--- src/rtl/cpts_ram.sv ---
module cpts_ram #(
    parameter int WIDTH = 8,
    parameter int DEPTH = 64,
    parameter int AW    = 6
) (
    input  logic             clk,
    input  logic             we,
    input  logic [AW-1:0]    addr,
    input  logic [WIDTH-1:0] wdata,
    output logic [WIDTH-1:0] rdata
);

    logic [WIDTH-1:0] mem [DEPTH];

    always_ff @(posedge clk)
    begin
        if (we)
        begin
            mem[addr] <= wdata;
        end
        rdata <= mem[addr];
    end

endmodule

--- config.mk ---
export PLATFORM = sky130hd
export DESIGN_NAME = cpts_ram
export DESIGN_NICKNAME = d
export VERILOG_FILES = /design/src/rtl/cpts_ram.sv
export SDC_FILE = /design/constraint.sdc
export NUM_CORES = 1
export LEC_CHECK = 0
export CORE_ASPECT_RATIO = 0.5
export CORE_MARGIN = 3
export CORE_UTILIZATION = 60
export CTS_CLUSTER_DIAMETER = 150
export CTS_CLUSTER_SIZE = 28
export DETAILED_ROUTE_END_ITERATION = 7
export DONT_BUFFER_PORTS = 1
export PLACE_DENSITY = 0.82
export SLEW_MARGIN = 20
export SYNTH_ARGS = -nofsm -noshare
export SYNTH_HDL_FRONTEND = slang
export SYNTH_SLANG_ARGS = --single-unit
--- constraint.sdc ---
create_clock -name clk -period 3 [get_ports clk]
set_input_delay 0.45 -clock clk [delete_from_list [all_inputs] [get_ports clk]]
set_output_delay 0.45 -clock clk [all_outputs]
set_load 0.02 [all_outputs]
Yosys cells after proc, flatten, opt, wreduce, memory -nomap -nowiden:

Memory sizes are Yosys's and may differ from the RTL's. A register that Yosys moved wholly into a read port is not among the register bits.
Cells that the tools add are included.

* register bits: 0
* memory bits (writable): 512
* input port bits: 16
* output and inout bits: 8
* logic and storage cells: 3
* memories: 1

Memories
* mem: depth 64, bits a word 8, read ports 1, clocked after memory_dff 1, write ports 1, RTL line 13 `logic [WIDTH-1:0] mem [DEPTH];`

* multiplexer cells: 2

Operators by type and width (number)
* $mux 1: 2

Logic depth before layout (Yosys ltp):

Gate-level depths: netlist (run 1).

* depth in word-level cells: 2
* depth in mapped cells: 10

Worst setup path after synthesis (run 1):

Ideal clock, no wire load.

* path type: input to register
* from: input addr[1]
* to: memory mem[13][0], enable pin
* arrival: 2.178 ns
* data required time: 2.630 ns
* path slack: 0.451 ns
* cell stages on the path: 7
* cell sequence: buf_6 -> buf_6 -> nor2b_1 -> clkbuf_1 -> clkbuf_1 -> nand3_1 -> nor2_1

RTL lines
* start, declared: RTL line 8 `input logic [AW-1:0] addr,`
* end, declared: RTL line 13

Straight into the memory's write port.

==> parameters.txt, run 1 <==
Parameter                              Value

Outcome
  Result of the run ... finished, final reports clean

Synth
  Post-synthesis area per instance ... 17.5 sq um
  Number of cells produced by synthesis ... 1,171
  Syn Nets ... around 1,200
  Top cells by count, synth ... 512 x edfxtp_1, 82 x nor2_1, 63 x mux2i_1
  Fraction of the mapped netlist area in compound gates ... under 10%
  Proportion of register bits with asynchronous set or reset after synthesis ... 0%
  Top cells by area, synth ... edfxtp_1 75%, mux4_2 4.5%, mux2i_1 3.1%
  Main combinational cell family by area after synthesis ... multiplexers
  Yosys reg bits ... 520
  Total standard cell area after synthesis ... just over 20,000 sq um
  Share of the synthesized area in the top cell type ... between 70% and 80%
  Total of warnings raised by yosys ... 0
  Library cells used by synthesis ... 56
  Simple-gate area share of the yosys netlist ... ~5.7%
  Part of the Yosys area used for sequential elements ... roughly 76%
  Multiplexer fraction of the synthesized cell area ... 8.26%
  Synth Area in XOR/XNOR ... 0%
  Cell type with the highest aggregate area in the netlist ... edfxtp_1
  Dominant cell by count in the synthesized netlist ... edfxtp_1
  Adder-cell share of the synthesized area ... 0%
  Most used DFF post-synth ... edfxtp_1
  Number of synthesized flops with an enable pin ... about 510

Detailed routing
  Routed Antenna Nets ... 0
  Routed wire length per instance ... 31.9 microns
  Vias per cell ... slightly above 7
  Total DRC errors in the routed layout ... 0
  Iter 0 DRT Violations ... around 2,400
  DRT Pass-1 Iters ... 6
  Total wire length ... between 50,000 and 60,000 microns
  Vias ... 11,805

Finish
  Synth-to-layout area growth ... 8.11%
  Fraction of final layout cells sized beyond drive strength 1 ... ~14%
  Final core occ ... between 60 and 70%
  Number of filler cells placed in the layout ... 2,040
  Post-route design area ... approximately 22,000 sq um
  Count of antenna diodes in the layout ... 0
  Final nets ... roughly 1,200

Worst setup path
  Category of the most critical setup path ... flop to flop
  Peak fanout along the critical path ... 1
  Worst reg-to-reg setup slack ... 0.57 ns
  Crit-path max cell delay ... ~0.64 ns
  Startpoint of the lowest-slack register-to-register path ... mem[17][7]$_DFFE_PP_
  Reg2reg end ... rdata[7]$_DFF_P_
  Endpoint kind of the worst setup timing path ... flop
  Depth of the worst register-to-register path ... 5
  Critical path cell sequence ... mux2i_1 > o22ai_1 > o31ai_1 > o2111ai_1 > or4b_1
  Data arrival time at the worst-slack endpoint ... between 2 and 3 ns
  Critical path required time ... roughly 3.5 ns
  Critical path launch point type ... flop
  Highest-delay cell along the critical path ... o31ai_1

Min path
  Hold endpoint ... mem[57][4]$_DFFE_PP_
  Min-Delay Path Class ... primary input to flop
  Count of cells along the worst hold path ... 1
  Worst hold start ... wdata[4]

Pwr
  Peak supply drop ... between 400 and 500 uV
  Leakage power ... about 7 nW
  Power density normalized to cell area ... about 560 nW/um^2

Global route
  Fraction of met2 tracks used by global routing ... ~42%
  Remaining Overflow, GRT ... 0
  Initial antenna violation count ... 5
  GR Layer Usage met1 ... a little over two fifths
  Wire length of the first global-routing pass ... approximately 76,000 microns
  GR Util met3 ... between 10% and 20%
  Top Usage Layer GRT ... met2
  Vias in the first global route ... ~11,000
  Overall track demand over capacity in global routing ... just under 30%
  Largest net degree at the start of global routing ... roughly 150

Floorplan
  Die X-Extent ... about 270 microns
  Effective utilization at floorplan ... between 60% and 70%
  Chip Height ... 137 microns
  Die area ... between 30,000 and 40,000 sq um
  Number of placement rows ... 47
  Core ar. ... 33,300 sq um
  Top-level I/O count ... 24

Timing
  Final min period ... approximately 2.4 ns
  Total negative setup slack ... 0 ns
  Final period util ... between 80 and 90%
  Setup Skew ... between 0.02 and 0.03 ns
  Hold WS ... about 0.21 ns
  RSZ-0062 raised after global routing ... no
  Final-report max-slew violation count ... 0
  Transition time at the pin with the least slew margin ... between 1 and 1.5 ns
  Final hold violation count ... 0
  Worst slew margin relative to its limit ... approximately a quarter
  Maximum clock frequency ... about 0.41 GHz
  Setup violators final ... 0

Clock network
  Maximum clock insertion buffer count ... 3
  Clock Latency Late Sink ... approximately 0.57 ns
  CTS root buffer ... clkbuf_16
  Number of clock sinks seen by CTS ... 520
  Worst-path clk slew ... 0.10 ns
  TritonCTS clock tree ... done
  CTS buffer count ... 22
  Cts repair resizes ... 0
  Deepest level of the CTS H-tree ... 1

Placement
  Dpl cell area ... around 21,000 sq um
  Port buffer count ... 0
  Routability-driven placement congestion ratio ... between 0.9 and 1
  Detailed-placement wirelength estimate ... around 30,000 microns

Run
  Number of max-cap violations ... 0
==> registers in the layout (all words and copies together) (netlist names) <==
| name | count |
|---|---|
| rdata | 8 |
| mem | 512 |
==> routing by layer <==
layer / up-vias / share of wire [%] / wire length, microns
met2: 966 / 44 / 23000
met5: - / 0.11 / 57
met4: 8 / 3.7 / 1940
li1: 4783 / - / -
met3: 162 / 16 / 8360
met1: 5886 / 37 / 19400
==> placed cells by master, fill, tap and decap left out, types with 9 or more instances in the layout <==
| cell type | Yosys | layout |
|---|---|---|
| clkbuf_16 | 0 | 23 |
| buf_4 | 4 | 73 |
| a31oi_1 | 15 | 15 |
| nand2_1 | 45 | 45 |
| a221oi_1 | 21 | 21 |
| a221o_1 | 11 | 11 |
| mux4_2 | 41 | 41 |
| o22a_1 | 11 | 11 |
| a22o_1 | 10 | 10 |
| o221ai_1 | 9 | 9 |
| edfxtp_1 | 512 | 512 |
| nand2b_1 | 24 | 24 |
| nand3b_1 | 12 | 12 |
| and3_1 | 9 | 9 |
| o21ai_0 | 9 | 9 |
| mux2i_1 | 63 | 63 |
| o22ai_1 | 22 | 22 |
| and2_1 | 9 | 9 |
| nor2_1 | 82 | 81 |
| a21oi_1 | 28 | 28 |
| a22oi_1 | 40 | 40 |
==> worst max path at each step <==
stage,startpoint,endpoint,cells after the start
final,mem[17][7]$_DFFE_PP_,rdata[7]$_DFF_P_,5
after global routing,mem[6][1]$_DFFE_PP_,rdata[1]$_DFF_P_,5
after CTS,mem[6][1]$_DFFE_PP_,rdata[1]$_DFF_P_,5
after detailed placement,addr[1],rdata[1]$_DFF_P_,6
after global placement,addr[1],rdata[1]$_DFF_P_,6
after floorplan,addr[1],mem[13][0]$_DFFE_PP_,7
==> cell families (layout without fill, tap and decap cells) <==
logic type             after synthesis  after routing
AND/OR/NAND/NOR                    229            229
multiplexers                       116            116
AO/OA/AOI/OAI                      222            222
flip-flops                         520            520
buffers and inverters               84            126
==> metrics by stage <==
step / instances / worst slack (ns) / total power, W
detailed placement: 1605 / 0.350 / 0.00878
finish: 1654 / 0.571 / 0.0123
floorplan: 1171 / 0.451 / 0.00867
global placement: 1605 / 0.396 / 0.00877
CTS: 1654 / 0.703 / 0.0123
global route: 1654 / 0.646 / 0.0126
==> critical path: cells and delay by family, from the launching register on <==
kind             cells  cell delay, ns
AO/OA/AOI/OAI        3            1.18
multiplexers         1            0.16
AND/OR/NAND/NOR      1            0.59
flip-flops           1            0.39
==> report_power, final <==
part | total, W | internal (W) | switching (W)
logic | 0.000752 | 0.000272 | 0.000480
registers | 0.00808 | 0.00803 | 0.0000463
clock network | 0.00350 | 0.00143 | 0.00207
==> area by class of cell <==
class	count	area [sq um]	share of cell area, %
Clock inverter	1	16.3	0.0736
Inverter	3	11.3	0.0509
Multi-Input combinational cell	567	4510	20.4
Timing Repair Buffer	91	876	3.96
Tap cell	441	552	2.50
Clock buffer	31	606	2.74
Sequential cell	520	15500	70.3
==> repair_timing <==
action                                 in CTS  in global routing
setup endpoints to repair                   0                  0
endpoints found under the hold margin     424                  0
hold buffers                               17                  0
buffers inserted                            0                  0
No activity file was read; power rests on OpenSTA's default activity.
==> inputs of run 2 (changes only) <==
--- a/config.mk
+++ b/config.mk
@@ -7,12 +7,12 @@
 export LEC_CHECK = 0
 export CORE_ASPECT_RATIO = 0.5
 export CORE_MARGIN = 3
-export CORE_UTILIZATION = 60
+export CORE_UTILIZATION = 57
 export CTS_CLUSTER_DIAMETER = 150
 export CTS_CLUSTER_SIZE = 28
 export DETAILED_ROUTE_END_ITERATION = 7
 export DONT_BUFFER_PORTS = 1
-export PLACE_DENSITY = 0.82
+export PLACE_DENSITY = 0.81
 export SLEW_MARGIN = 20
 export SYNTH_ARGS = -nofsm -noshare
 export SYNTH_HDL_FRONTEND = slang
==> constraint.sdc (replaced) <==
create_clock -name clk -period 2.2 [get_ports clk]
set_input_delay 0.33 -clock clk [delete_from_list [all_inputs] [get_ports clk]]
set_output_delay 0.33 -clock clk [all_outputs]
set_load 0.02 [all_outputs]
==> run 2 against run 1 <==
Net effect: the flow now finishes with violations (negative setup slack); critical endpoint unchanged; power increased by 37%; highest routed layer unchanged; wire length decreased by 4.2%; worst setup slack got worse by 0.57 ns; cell area increased by 2.4%; sequential share of layout area decreased by 1.6 points; first-iteration DRC count decreased by 15%; hold slack got worse by 0.091 ns; final cell count increased by 3.9%; utilization decreased by 1.4 points; global-route usage decreased by 2.8 points; critical path depth unchanged.
==> parameters.txt, run 2 (synthesized netlist as in run 1, its figures left out) <==
Parameter                              Value

Pwr
  Net switching power ... 0.00352 W (+36%)
  Leakage power ... 7.23 nW (+2.8%)
  Peak supply drop ... 508 uV (+22%)
  Sequential power share ... 65.4% (about the same)
  Clk network pwr share ... 28.4% (about the same)
  Share of total power in combinational logic ... 6.2% (about the same)
  Power density normalized to cell area ... 744 nW/um^2 (+33%)
  Switching share of power ... 20.9% (-0.14 points)
  Internal portion of total power ... 0.0133 W (+37%)

Finish
  Final nets ... 1,250 (+2.4%)
  Synth-to-layout area growth ... 10.7%
  Total area of multi-input combinational cells ... 4660 sq um (+3.2%)
  Number of filler cells placed in the layout ... 2,220 (+8.8%)
  Fraction of final layout cells sized beyond drive strength 1 ... 18.5% (+5.0 points)
  Registers with the most flip-flops ... mem x512, rdata x8
  Top library cells by usage in the layout, fill and taps aside ... 512 x edfxtp_1, 100 x buf_4, 62 x mux2i_1
  Post-route design area ... 22,600 sq um (+2.4%)
  Most frequent standard cell in the layout excluding fill and tap cells ... edfxtp_1
  Register with the most flip-flops ... mem
  Final core occ ... 64.9% (-1.4 points)
  Number of flip-flops under the largest register name ... 512 (unchanged)
  Area taken by flip-flops and latches ... 15,500 sq um (unchanged)

Worst setup path
  Crit-path max cell delay ... 0.56 ns (-0.08 ns)
  Data arrival time at the worst-slack endpoint ... 2.66 ns (-0.23 ns)
  Critical path launch point type ... flop
  Critical path cell sequence ... mux2_1 > mux4_2 > o21ai_2 > o2111ai_2 > or4b_1
  Critical path required time ... 2.66 ns (-0.80 ns)
  Category of the most critical setup path ... flop to flop
  Peak fanout along the critical path ... 1 (unchanged)
  Depth of the worst register-to-register path ... 5 (unchanged)
  Critical path buffers and inverters ... 0 (unchanged)
  Worst reg-to-reg setup slack ... -0.002 ns (-0.57 ns)
  Endpoint kind of the worst setup timing path ... flop
  Highest-delay cell along the critical path ... or4b_1
  Critical path's top delay family ... multiplexers
  Startpoint of the lowest-slack register-to-register path ... mem[6][7]$_DFFE_PP_
  Reg2reg end ... rdata[7]$_DFF_P_

Timing
  Maximum clock frequency ... 0.454 GHz (+10%)
  Final-report max-slew violation count ... 0 (unchanged)
  Setup violators final ... 1 (+1)
  Worst slew margin relative to its limit ... 31.0% (+6.4 points)
  Final min period ... 2.20 ns (-0.227 ns)
  Setup Skew ... 0.0327 ns (+0.00414 ns)
  Final hold violation count ... 0 (unchanged)
  Transition time at the pin with the least slew margin ... 1.03 ns (-0.0964 ns)
  Crit path setup slack, layout ... -0.00202 ns (-0.573 ns)
  Final period util ... 100% (+19 points)

Outcome
  Failing checks ... negative setup slack
  Result of the run ... finished, violations left

Global route
  Wire length of the first global-routing pass ... 75,400 microns (-1.2%)
  Largest net degree at the start of global routing ... 152 (unchanged)
  Remaining Overflow, GRT ... 0 (unchanged)
  Initial antenna violation count ... 2 (-3)
  Vias in the first global route ... 11,360 (+2.5%)
  Overall track demand over capacity in global routing ... 26.6% (-2.8 points)

Detailed routing
  Total met3 wirelength after detailed routing ... 7410 microns (-11%)
  Vias per cell ... 6.90 (-3.3%)
  Vias ... 11,865 (+0.51%)
  Routed length on met1 ... 18,800 microns (-3.0%)
  Routed wire length per instance ... 29.4 microns (-7.8%)
  Total wire length ... 50,600 microns (-4.2%)
  Uppermost metal layer occupied by signal nets ... met5
  Iter 0 DRT Violations ... 2,053 (-15%)
  Routed Antenna Nets ... 0 (unchanged)
  Met2 Wirelength ... 22,800 microns (-0.85%)
  DRT Pass-1 Iters ... 7 (+1)
  Total DRC errors in the routed layout ... 0 (unchanged)

Clock network
  Setup bufs post-CTS ... 0 (unchanged)
  CTS buffer count ... 22 (unchanged)
  TritonCTS clock tree ... done
  CTS root buffer ... clkbuf_16
  Deepest level of the CTS H-tree ... 1 (unchanged)
  Maximum clock insertion buffer count ... 3 (unchanged)
  Clock Latency Late Sink ... 0.57 ns (about the same)
  Number of clock sinks seen by CTS ... 520 (unchanged)
  Worst-path clk slew ... 0.12 ns (+0.02 ns)

Min path
  Worst hold start ... addr[2]
  Min-Delay Path Class ... primary input to flop
  Hold endpoint ... rdata[7]$_DFF_P_
  Count of cells along the worst hold path ... 2 (+1)

Floorplan
  Number of placement rows ... 48 (+2.1%)
  Chip Height ... 140 microns (+2.5%)
  Effective utilization at floorplan ... 58.6% (-2.7 points)
  Core ar. ... 34,900 sq um (+4.6%)
  Die area ... 38,300 sq um (+5.1%)
  Top-level I/O count ... 24 (unchanged)
  Die X-Extent ... 274 microns (+2.5%)

Placement
  Port buffer count ... 0 (unchanged)
  Dpl cell area ... 21,800 sq um (+2.9%)
  Detailed-placement wirelength estimate ... 30,700 microns (+0.72%)
  Routability-driven placement congestion ratio ... 0.962 (+5.3%)

Run
  Number of max-cap violations ... 0 (unchanged)
[run 2: cell count changes in the layout (fill, tap and decap cells not counted), sizes merged]
| cell | previous run | this run |
|---|---|---|
| buf | 84 | 120 |
| diode | 0 | 1 |
| dlygate4sd3 | 7 | 0 |
| clkbuf | 31 | 32 |
[run 2: cell type report]
cell class / instances / area share [%]
clock buffers: 32 / 2.69
clock inverters: 1 / 0.0719
multi-input cells: 567 / 20.6
diodes: 1 / 0.0111
inverters: 3 / 0.0497
flip-flops and latches: 520 / 68.6
repair buffers: 120 / 5.35
well taps: 475 / 2.63
[run 2: how the worst max path moves through the flow]
| stage | end | slack, ns | startpoint | cells after the start |
|---|---|---|---|---|
| finish | rdata[7]$_DFF_P_ | -0.002 | mem[6][7]$_DFFE_PP_ | 5 |
| global route | rdata[7]$_DFF_P_ | -0.04 | mem[6][7]$_DFFE_PP_ | 5 |
| CTS | rdata[3]$_DFF_P_ | 0.03 | mem[53][3]$_DFFE_PP_ | 6 |
| detailed placement | rdata[3]$_DFF_P_ | -0.07 | addr[1] | 6 |
| global placement | rdata[3]$_DFF_P_ | -0.07 | addr[1] | 6 |
| floorplan | mem[14][0]$_DFFE_PP_ | -0.14 | addr[1] | 7 |
[run 2: worst reg2reg max path, delay by kind of cell (launching register included)]
kind	cells	cell delay (ns)
mux	2	0.77
simple gates	1	0.56
flops	1	0.39
compound gates	2	0.36
[run 2: routing by layer]
layer	up-vias	global-route usage [%]
li1	4854	-
met1	5924	38.9
met2	958	39.9
met3	127	7.91
met4	2	6.55
met5	-	0
[run 2: timing repair]
item / CTS / global route
hold buffers: 8 / 0
gates resized for setup: 2 / 3
pin swaps: 0 / 1
hold endpoints to repair: 512 / 0
cloned: 0 / 0
endpoints found under the setup margin: 2 / 3
[run 2: metrics by stage]
stage / instances / TNS [ns] / hold slack, ns / setup slack, ns / power, W
2_1_floorplan: 1171 / -27.43 / 0.429 / -0.137 / 0.0118
3_3_place_gp: 1679 / -0.0944 / 0.433 / -0.0661 / 0.0120
3_5_place_dp: 1679 / -0.357 / 0.432 / -0.0724 / 0.0120
4_1_cts: 1720 / 0 / 0.0462 / 0.0304 / 0.0168
5_1_grt: 1718 / -0.0368 / 0.0966 / -0.0368 / 0.0172
6_report: 1719 / -0.00202 / 0.120 / -0.00202 / 0.0168
[run 2: power groups by stage]
stage | Combinational [W] | Sequential (W) | Clock [W]
floorplan | 0.000607 | 0.0112 | 0
global placement | 0.000778 | 0.0112 | 0
detailed placement | 0.000795 | 0.0112 | 0
CTS | 0.00100 | 0.0110 | 0.00478
global route | 0.00108 | 0.0110 | 0.00513
finish | 0.00104 | 0.0110 | 0.00478
